`config.mk`:
```
export PLATFORM = sky130hd
export DESIGN_NAME = sorted_multi_timer_queue
export DESIGN_NICKNAME = d
export VERILOG_FILES = /design/src/sv/smtq_pkg.sv /design/src/sv/smtq_out_reg.sv /design/src/sv/smtq_engine.sv /design/src/sv/sorted_multi_timer_queue.sv
export SDC_FILE = /design/constraint.sdc
export NUM_CORES = 2
export LEC_CHECK = 0
export BUFFER_PORTS_ARGS = -buffer_cell sky130_fd_sc_hd__buf_2
export CAP_MARGIN = 20
export CORE_ASPECT_RATIO = 0.5
export CORE_MARGIN = 2
export CORE_UTILIZATION = 45
export CTS_CLUSTER_SIZE = 20
export DETAILED_ROUTE_END_ITERATION = 6
export PLACE_DENSITY = 0.67
export SYNTH_ARGS = -nofsm -noshare
export SYNTH_HDL_FRONTEND = slang
export SYNTH_SLANG_ARGS = --single-unit
```
`constraint.sdc`:
```
create_clock -name clk -period 8.95 [get_ports clk]
set_input_delay 0.895 -clock clk [delete_from_list [all_inputs] [get_ports clk]]
set_output_delay 0.895 -clock clk [all_outputs]
set_load 0.05 [all_outputs]
```
`src/sv/smtq_pkg.sv`:
```
// smtq_pkg: shared types and codes for the sorted timer queue
// no dependencies
package smtq_pkg;

  localparam logic [31:0] ALL_ONES = 32'hffff_ffff;

  typedef enum logic [2:0] {
    OP_TICK  = 3'd0,
    OP_ALLOC = 3'd1,
    OP_FREE  = 3'd2,
    OP_TAG   = 3'd3,
    OP_TIME  = 3'd4
  } opcode_t;

  typedef enum logic [1:0] {
    KIND_GRANT = 2'd0,
    KIND_FAIL  = 2'd1,
    KIND_EXP   = 2'd2
  } kind_t;

  typedef enum logic [1:0] {
    FLAG_FREE  = 2'd0,
    FLAG_ALLOC = 2'd1,
    FLAG_RUN   = 2'd2
  } flag_t;

  // one result word between engine and output register
  typedef struct packed {
    logic [1:0]  kind;
    logic [3:0]  slot_id;
    logic [31:0] tag_out;
    logic [2:0]  queue_id;
    logic        last;
  } result_t;

endpackage

```
`src/sv/smtq_out_reg.sv`:
```
// smtq_out_reg: single output register with valid/stall handshake
// depends on smtq_pkg
module smtq_out_reg (
  input  logic             clk,
  input  logic             rst,
  input  logic             load,
  input  smtq_pkg::result_t din,
  output logic             busy,
  output logic             out_valid,
  input  logic             out_stall,
  output smtq_pkg::result_t dout
);
  import smtq_pkg::*;

  assign busy = out_valid && out_stall;

  always_ff @(posedge clk) begin
    if (rst) begin
      out_valid <= 1'b0;
    end else if (load) begin
      out_valid <= 1'b1;
    end else if (!out_stall) begin
      out_valid <= 1'b0;
    end
  end

  always_ff @(posedge clk) begin
    if (load) begin
      dout <= din;
    end
  end

endmodule

```
`src/sv/smtq_engine.sv`:
```
// smtq_engine: slot memories and the sequencer for alloc, insert and pop
// depends on smtq_pkg
module smtq_engine #(
  parameter int NUM_SLOTS = 16
) (
  input  logic              clk,
  input  logic              rst,
  input  logic              in_valid,
  output logic              in_stall,
  input  logic [2:0]        opcode,
  input  logic [3:0]        timer_id,
  input  logic [31:0]       delay_ticks,
  input  logic signed [31:0] tag_value,
  input  logic [2:0]        queue_select,
  output logic              res_load,
  output smtq_pkg::result_t res,
  input  logic              res_busy
);
  import smtq_pkg::*;

  localparam int AW = (NUM_SLOTS > 1) ? $clog2(NUM_SLOTS) : 1;
  localparam int ADDR_SLOTS = (NUM_SLOTS < 16) ? NUM_SLOTS : 16;
  localparam int CW = $clog2(NUM_SLOTS + 1);
  localparam int FW = $clog2(ADDR_SLOTS + 1);
  localparam int RW = $bits(result_t);

  typedef enum logic [3:0] {
    S_IDLE, S_ALLOC, S_INS_CMP, S_WALK_CMP, S_INS_LINK,
    S_POP_RD, S_POP_CMP, S_DONE
  } state_t;

  // slot memories: deadline and link in separate arrays, tag+queue together
  logic [31:0]    dl_mem   [NUM_SLOTS];
  logic [AW-1:0]  lk_mem   [NUM_SLOTS];
  logic [34:0]    tq_mem   [NUM_SLOTS];
  // flags are small and scanned whole, kept in flops
  logic [1:0]     flags    [NUM_SLOTS];

  logic [AW-1:0]  rd_addr;
  logic           rd_en;
  logic [31:0]    rd_dl;
  logic [AW-1:0]  rd_lk;
  logic [34:0]    rd_tq;

  logic           dl_we, lk_we, tq_we;
  logic [AW-1:0]  dl_wa, lk_wa, tq_wa;
  logic [31:0]    dl_wd;
  logic [AW-1:0]  lk_wd;
  logic [34:0]    tq_wd;

  state_t         state;
  logic [AW-1:0]  head;
  logic [31:0]    tick_count;
  logic [31:0]    earliest;
  logic [AW-1:0]  x_slot;
  logic [31:0]    x_dl;
  logic [AW-1:0]  cur;
  logic [AW-1:0]  nxt;
  logic [CW-1:0]  steps;
  logic [FW-1:0]  pops;
  logic [AW-1:0]  scan;
  logic           pend;
  logic           held;
  result_t        pend_res;

  logic           addr_ok;
  logic [31:0]    tick_next;
  logic           due;
  logic           can_load;
  logic           pend_go;
  logic           pop_go;
  logic           pop_end;

  assign addr_ok = (timer_id != 4'd0) && (32'(timer_id) < 32'(ADDR_SLOTS));
  assign tick_next = tick_count + 32'd1;
  assign in_stall = (state != S_IDLE) || pend;
  assign due = (cur != '0) && (pops != '0) && (rd_dl <= tick_count);
  assign can_load = !res_busy && !res_load;
  assign pend_go = pend && can_load;
  // a popped word is held until the next compare tells whether it is the last
  assign pop_go = (state == S_POP_CMP) && due && (!held || can_load);
  assign pop_end = (state == S_POP_CMP) && !due && (!held || can_load);

  always_ff @(posedge clk) begin
    if (dl_we) dl_mem[dl_wa] <= dl_wd;
    if (lk_we) lk_mem[lk_wa] <= lk_wd;
    if (tq_we) tq_mem[tq_wa] <= tq_wd;
    if (rd_en) begin
      rd_dl <= (dl_we && dl_wa == rd_addr) ? dl_wd : dl_mem[rd_addr];
      rd_lk <= (lk_we && lk_wa == rd_addr) ? lk_wd : lk_mem[rd_addr];
      rd_tq <= tq_mem[rd_addr];
    end
  end

  // combinational control of memory ports
  always_comb begin
    rd_en = 1'b0;
    rd_addr = head;
    dl_we = 1'b0; dl_wa = AW'(timer_id); dl_wd = tick_count + delay_ticks;
    lk_we = 1'b0; lk_wa = x_slot; lk_wd = cur;
    tq_we = 1'b0; tq_wa = AW'(timer_id); tq_wd = {tag_value, queue_select};
    unique case (state)
      S_IDLE: begin
        if (in_valid && !pend) begin
          if (opcode == OP_TAG && addr_ok) tq_we = 1'b1;
          if (opcode == OP_TIME && addr_ok) begin
            dl_we = 1'b1;
            rd_en = 1'b1;
            rd_addr = head;
          end
          if (opcode == OP_TICK) begin
            rd_en = 1'b1;
            rd_addr = head;
          end
        end
      end
      S_INS_CMP: begin
        if (x_dl <= rd_dl) begin
          lk_we = 1'b1; lk_wa = x_slot; lk_wd = cur;
        end else begin
          rd_en = 1'b1; rd_addr = rd_lk;
        end
      end
      S_WALK_CMP: begin
        if (x_dl <= rd_dl) begin
          lk_we = 1'b1; lk_wa = cur; lk_wd = x_slot;
        end else if (steps != CW'(1)) begin
          rd_en = 1'b1; rd_addr = rd_lk;
        end
      end
      S_INS_LINK: begin
        lk_we = 1'b1; lk_wa = x_slot; lk_wd = nxt;
      end
      S_POP_CMP: begin
        if (pop_go) begin
          rd_en = 1'b1; rd_addr = rd_lk;
        end
      end
      default: ;
    endcase
    // sentinel deadline is written while reset is held
    if (rst) begin
      rd_en = 1'b0;
      lk_we = 1'b0;
      tq_we = 1'b0;
      dl_we = 1'b1; dl_wa = '0; dl_wd = ALL_ONES;
    end
  end

  always_ff @(posedge clk) begin
    if (rst) begin
      state <= S_IDLE;
      head <= '0;
      tick_count <= '0;
      earliest <= ALL_ONES;
      pend <= 1'b0;
      held <= 1'b0;
      res_load <= 1'b0;
      for (int i = 0; i < NUM_SLOTS; i++) flags[i] <= (i == 0) ? FLAG_RUN : FLAG_FREE;
    end else begin
      res_load <= pend_go || ((pop_go || pop_end) && held);
      // deliver a result word when the output register frees up
      if (pend_go) begin
        res <= pend_res;
        pend <= 1'b0;
      end else if (pop_go) begin
        res <= pend_res;
      end else if (pop_end) begin
        res <= result_t'({pend_res[RW-1:1], 1'b1});
      end
      unique case (state)
        S_IDLE: begin
          if (in_valid && !pend) begin
            unique case (opcode)
              OP_TICK: begin
                tick_count <= tick_next;
                if (earliest <= tick_next) begin
                  cur <= head;
                  pops <= FW'(ADDR_SLOTS);
                  state <= S_POP_CMP;
                end
              end
              OP_ALLOC: begin
                scan <= '0;
                state <= S_ALLOC;
              end
              OP_FREE: if (addr_ok) flags[AW'(timer_id)] <= FLAG_FREE;
              OP_TAG: ;
              OP_TIME: if (addr_ok) begin
                flags[AW'(timer_id)] <= FLAG_RUN;
                x_slot <= AW'(timer_id);
                x_dl <= tick_count + delay_ticks;
                cur <= head;
                state <= S_INS_CMP;
              end
              default: ;
            endcase
          end
        end
        S_ALLOC: begin
          if (flags[scan] == FLAG_FREE) begin
            flags[scan] <= FLAG_ALLOC;
            pend_res <= '{kind: KIND_GRANT, slot_id: 4'(scan), tag_out: '0,
                          queue_id: '0, last: 1'b1};
            pend <= 1'b1;
            state <= S_IDLE;
          end else if (32'(scan) == 32'(ADDR_SLOTS - 1)) begin
            pend_res <= '{kind: KIND_FAIL, slot_id: '0, tag_out: '0,
                          queue_id: '0, last: 1'b1};
            pend <= 1'b1;
            state <= S_IDLE;
          end else begin
            scan <= scan + AW'(1);
          end
        end
        S_INS_CMP: begin
          // head compare: rd_dl is deadline of head
          if (x_dl <= rd_dl) begin
            head <= x_slot;
            earliest <= x_dl;
            state <= S_IDLE;
          end else begin
            nxt <= rd_lk;
            steps <= CW'(NUM_SLOTS);
            state <= S_WALK_CMP;
          end
        end
        S_WALK_CMP: begin
          // rd_dl/rd_lk now belong to nxt; predecessor is cur
          if (x_dl <= rd_dl) begin
            state <= S_INS_LINK;
          end else if (steps != CW'(1)) begin
            cur <= nxt;
            nxt <= rd_lk;
            steps <= steps - CW'(1);
          end else begin
            state <= S_IDLE;
          end
        end
        S_INS_LINK: state <= S_IDLE;
        S_POP_CMP: begin
          if (pop_go) begin
            flags[cur] <= FLAG_ALLOC;
            pend_res <= '{kind: KIND_EXP, slot_id: 4'(cur),
                          tag_out: rd_tq[34:3], queue_id: rd_tq[2:0], last: 1'b0};
            held <= 1'b1;
            cur <= rd_lk;
            pops <= pops - FW'(1);
            state <= S_POP_RD;
          end else if (pop_end) begin
            held <= 1'b0;
            head <= cur;
            earliest <= rd_dl;
            state <= S_DONE;
          end
        end
        S_POP_RD: state <= S_POP_CMP;
        S_DONE: state <= S_IDLE;
        default: state <= S_IDLE;
      endcase
    end
  end

endmodule

```
`src/sv/sorted_multi_timer_queue.sv`:
```
// sorted_multi_timer_queue: top level of the sorted timer list
// depends on smtq_pkg, smtq_engine, smtq_out_reg
// set time compares against the head first, then walks the list; free, set tag, unknown and a
//   tick with nothing due walk nothing; alloc scans slots 0 to min(NUM_SLOTS,16)-1 in order
// a tick pops due timers in deadline order, one expiry word each, the last marked; output stalls hold the engine
// sync reset: only the sentinel in the list, count zero; sentinel deadline written during rst
module sorted_multi_timer_queue #(
  parameter int NUM_SLOTS = 16
) (
  input  logic              clk,
  input  logic              rst,
  input  logic              in_valid,
  output logic              in_stall,
  input  logic [2:0]        opcode,
  input  logic [3:0]        timer_id,
  input  logic [31:0]       delay_ticks,
  input  logic signed [31:0] tag_value,
  input  logic [2:0]        queue_select,
  output logic              out_valid,
  input  logic              out_stall,
  output logic [1:0]        kind,
  output logic [3:0]        slot_id,
  output logic signed [31:0] tag_out,
  output logic [2:0]        queue_id,
  output logic              last
);
  import smtq_pkg::*;
  logic    ld, busy;
  result_t r, q;
  // engine walks the list in memory, one compare per cycle while inserting
  smtq_engine #(.NUM_SLOTS(NUM_SLOTS)) u_eng (
    .clk, .rst, .in_valid, .in_stall, .opcode, .timer_id, .delay_ticks,
    .tag_value, .queue_select, .res_load(ld), .res(r), .res_busy(busy));
  // one result word register toward the receiver
  smtq_out_reg u_out (
    .clk, .rst, .load(ld), .din(r), .busy, .out_valid, .out_stall, .dout(q));
  assign kind = q.kind;
  assign slot_id = q.slot_id;
  assign tag_out = q.tag_out;
  assign queue_id = q.queue_id;
  assign last = q.last;
endmodule

```
==> metrics <==
outcome=complete, no violations; hold_buf cts=0; CTS sink cnt=1502; IO Pins=roughly 120; Power Dens Cells=approximately 270 nW/um2; Total Nets Final=5215; CP endpoint kind=register; Fill cells=11786; Site Rows=97; Min-Delay Path Class=reg2reg; sequential share of power=43.2%; total vias in the final route=slightly above 40000; worst r2r src=u_eng.tick_count[0]$_SDFFE_PP0P_; Clock Tree Root=clkbuf_16; share of layout cells above drive strength 1=10.7%; Antenna Nets Post-Route=0; pre-CTS setup slack=roughly 2.3 ns; area of the core=between 100000 and 150000 um2; Avg Synthesized Cell Area=12.9 um2; area grow syn2layout=11.4%; Synth cell types=87; data required time of the critical path=9.34 ns; FF-to-FF setup slack=roughly 2.6 ns; Final min period=6.36 ns; CP max stage delay=0.76 ns; Num CTS Buffers=roughly 140; Peak VDD IR=0.209 mV; Final Hold Viols=0; Total GRT Usage=21.6%; final period utilization=between 70% and 80%; flops & latches, synth=1502; slowest stage cell, crit path=nor4_1; DRC violations left=0; max cap viols=0; Initial Util=45.4%; setup TNS=0 ns; final slew viol count=0; CP Class=reg2reg; drt initial violations=4857; wirelength, routed=159000 um; die area=144000 um2; H-tree levels=4; crit-path max FO=6; RSZ-0062 raised after global routing=no; input/output buffers=121; switching share of total power=32.1%; worst r2r dst=u_eng.cur[0]$_DFFE_PP_; R2R depth=19; Cell Area, Synth=between 60000 and 70000 um2; first-pass GRT wire length=239000 um; Hold Startpoint=u_eng.res[11]$_DFFE_PP_; Chip Width=535 um; Pwr Total=0.0190 W; cells after synthesis=~4900; Post-synth ARST share=0%; clk_skew=0.0256 ns; setup bufs post-CTS=0; FMAX=~160 MHz; Remaining Overflow, GRT=0; Top cell by count, worst path=and3_1; Finish-stage setup viols=0; number of enable flip-flop cells after synthesis=between 1000 and 1500; register area share after synthesis=69.8%; arrival time worst endpoint=6.75 ns; Hold Path Depth=0; WHS Endpoint=u_out.dout[11]$_DFFE_PP_; DP Wirelength=around 90000 um; cell internal pwr=approximately 0.013 W; post-CTS resize count=0; clk buf depth=3; worst skew pair latency=0.77 ns; initial antenna violation count=11; LEAKAGE=24.3 nW; ys flop type=edfxtp_1; CTS tree=done; slew margin rel.=a little over a fifth; Avg WL per Cell=between 20 and 25 um; Clock transition at path regs=0.06 ns; Startpoint Class=register; DR pass1 iterations=6; clock share of power=30.7%; die span in y=between 200 and 300 um; Final Wtd Congestion=0.877; yosys warns=0; crit-path cells=ha_1 -> and3_1 -> nand3_1 -> nor4_2 -> and3_1 -> and3_1 -> and3_1 -> nand3_1 -> nor4_2 -> xnor2_1 -> ha_1 -> nand2_1 -> nor2_1 -> and3_1 -> nand2_1 -> nor4_1 -> nor2_1 -> o31a_1 -> a211oi_1; Final WS setup=around 2.6 ns; Worst Tran Pin Value=1.17 ns; Via-to-Cell Ratio=5.77; largest net degree at the start of global routing=between 150 and 200; vias in the first global route=~39000; Comb power frac=26.1%; Sw Pwr=0.00609 W
==> synthesized netlist by cell type, types with 7 or more instances <==
master / number / area [um2]
o211ai_1: 41 / 308
a211o_1: 20 / 175
o32ai_1: 8 / 70.1
o21ai_1: 15 / 75.1
mux2i_1: 47 / 470
nand3_1: 470 / 2350
nand2b_1: 44 / 275
and3_1: 111 / 694
o21bai_1: 23 / 173
nand4_1: 37 / 231
inv_1: 99 / 372
or2_2: 29 / 181
or3_1: 13 / 81.3
buf_1: 15 / 56.3
buf_4: 13 / 97.6
a31oi_1: 65 / 407
a21oi_1: 111 / 556
o22ai_1: 25 / 156
nand3b_1: 7 / 52.6
a22oi_1: 10 / 75.1
xor2_1: 8 / 70.1
a211oi_1: 15 / 113
buf_2: 82 / 410
dfxtp_1: 79 / 1580
buf_6: 7 / 78.8
mux2_4: 25 / 375
a311oi_1: 83 / 727
nor2_1: 172 / 646
mux2_2: 38 / 428
clkbuf_1: 173 / 649
edfxtp_1: 1423 / 42700
nor2b_1: 19 / 119
nand2_1: 1068 / 4010
o21ai_0: 86 / 430
mux2_1: 17 / 191
o21a_1: 13 / 97.6
xnor2_1: 82 / 718
a21o_1: 25 / 188
o221ai_1: 41 / 359
nor3_1: 53 / 265
ha_1: 133 / 1660
==> power by group through the flow <==
| stage | sequential, W | combinational, W | clock (W) |
|---|---|---|---|
| finish | 0.00820 | 0.00496 | 0.00584 |
| floorplan | 0.00827 | 0.00351 | 0 |
| global route | 0.00821 | 0.00540 | 0.00621 |
| detailed placement | 0.00836 | 0.00489 | 0 |
| CTS | 0.00820 | 0.00491 | 0.00592 |
| global placement | 0.00835 | 0.00474 | 0 |
==> worst max-delay path: cells and delay by family, from the launching register on <==
family,cells,cell delay (ns)
adders and majority gates,2,0.56
AOI/OAI and AO/OA,2,0.85
xor gates and xnor gates,1,0.12
DFF,1,0.45
and+or+nand+nor,14,3.98
==> cell type report <==
cell class | instances | area [um2] | area share, %
antenna | 6 | 15.0 | 0.0212
inverter | 100 | 375 | 0.531
sequential | 1502 | 44300 | 62.6
clock inverter | 77 | 866 | 1.22
multi-input combinational | 3068 | 18000 | 25.5
timing repair buffer | 196 | 1310 | 1.85
tap | 1881 | 2350 | 3.33
clock buffer | 165 | 3500 | 4.95
==> kinds of logic after synthesis <==
| kind of cell | count (synthesis) | synth area share [%] |
|---|---|---|
| flip-flops | 1502 | 69.8 |
| XOR/XNOR | 90 | 1.24 |
| multiplexers | 129 | 2.38 |
| AND/OR/NAND/NOR | 2063 | 14.6 |
| AO/OA/AOI/OAI | 617 | 6.76 |
| buffers and inverters | 390 | 2.63 |
| other | 1 | 0.00590 |
| adder cells (fa/ha/maj) | 134 | 2.65 |
==> metrics by stage <==
step	cells	area [um2]	utilization (%)	hold WS, ns
2_1_floorplan	4960	63700	-	0.400
3_3_place_gp	6739	66200	47.3	0.405
3_5_place_dp	6742	66300	47.3	0.405
4_1_cts	6984	70600	50.4	0.417
5_1_grt	6992	70700	50.5	0.420
6_report	6995	70700	50.5	0.416
==> cell usage in the layout (no fill, tap or decap), types with 20 or more instances in the layout <==
master     count
mux2i_1       44
o211ai_1      41
a31oi_1       65
inv_1         99
and3_1       111
nand2_1     1067
clkbuf_1      29
a21oi_1      110
xnor2_1       82
mux2_2        35
buf_4         63
nand3_1      470
a311oi_1      83
o22ai_1       25
nand4_1       37
o21bai_1      23
edfxtp_1    1423
nor2_4        31
a21o_1        25
o21ai_0       86
nor3_1        52
nor2_1       142
dfxtp_1       78
clkinv_2      23
o221ai_1      41
mux2_4        25
or2_2         29
a211o_1       20
conb_1        35
clkinv_1      23
buf_2        121
ha_1         133
clkbuf_16    135
nand2b_1      44
==> worst max path at each step <==
stage	startpoint	slack, ns	cells past startpoint	to
5_1_grt	u_eng.tick_count[0]$_SDFFE_PP0P_	2.15	19	u_eng.cur[2]$_DFFE_PP_
6_report	u_eng.tick_count[0]$_SDFFE_PP0P_	2.59	19	u_eng.cur[0]$_DFFE_PP_
3_5_place_dp	u_eng.tick_count[0]$_SDFFE_PP0P_	2.31	21	u_eng.state[1]$_SDFFE_PP0P_
3_3_place_gp	u_eng.tick_count[0]$_SDFFE_PP0P_	2.47	21	u_eng.state[1]$_SDFFE_PP0P_
2_1_floorplan	u_eng.tick_count[14]$_SDFFE_PP0P_	1.54	10	u_eng.rd_dl[0]$_DFFE_PP_
4_1_cts	u_eng.tick_count[0]$_SDFFE_PP0P_	2.29	21	u_eng.state[1]$_SDFFE_PP0P_
==> per-layer routing <==
metal	share of wire [%]	wire length, um	global-route usage, %	vias up
li1	-	-	-	18326
met1	42	66300	29.3	20098
met2	48	75600	35.3	1666
met3	7.4	11800	3.24	294
met4	3.3	5300	8.06	10
met5	0.040	64	0	-
==> registers in the layout (all words and copies together), names as in the netlist, 5 cells and up, named ones only <==
name,cells
u_eng.x_dl,32
u_eng.pend_res,42
u_eng.flags,32
u_eng.earliest,32
u_eng.tq_mem,560
u_eng.dl_mem,512
u_eng.res,42
u_eng.pops,5
u_eng.steps,5
u_eng.rd_dl,32
u_eng.lk_mem,64
u_out.dout,42
u_eng.rd_tq,35
u_eng.tick_count,32
Power figures use the tool's default switching activity.
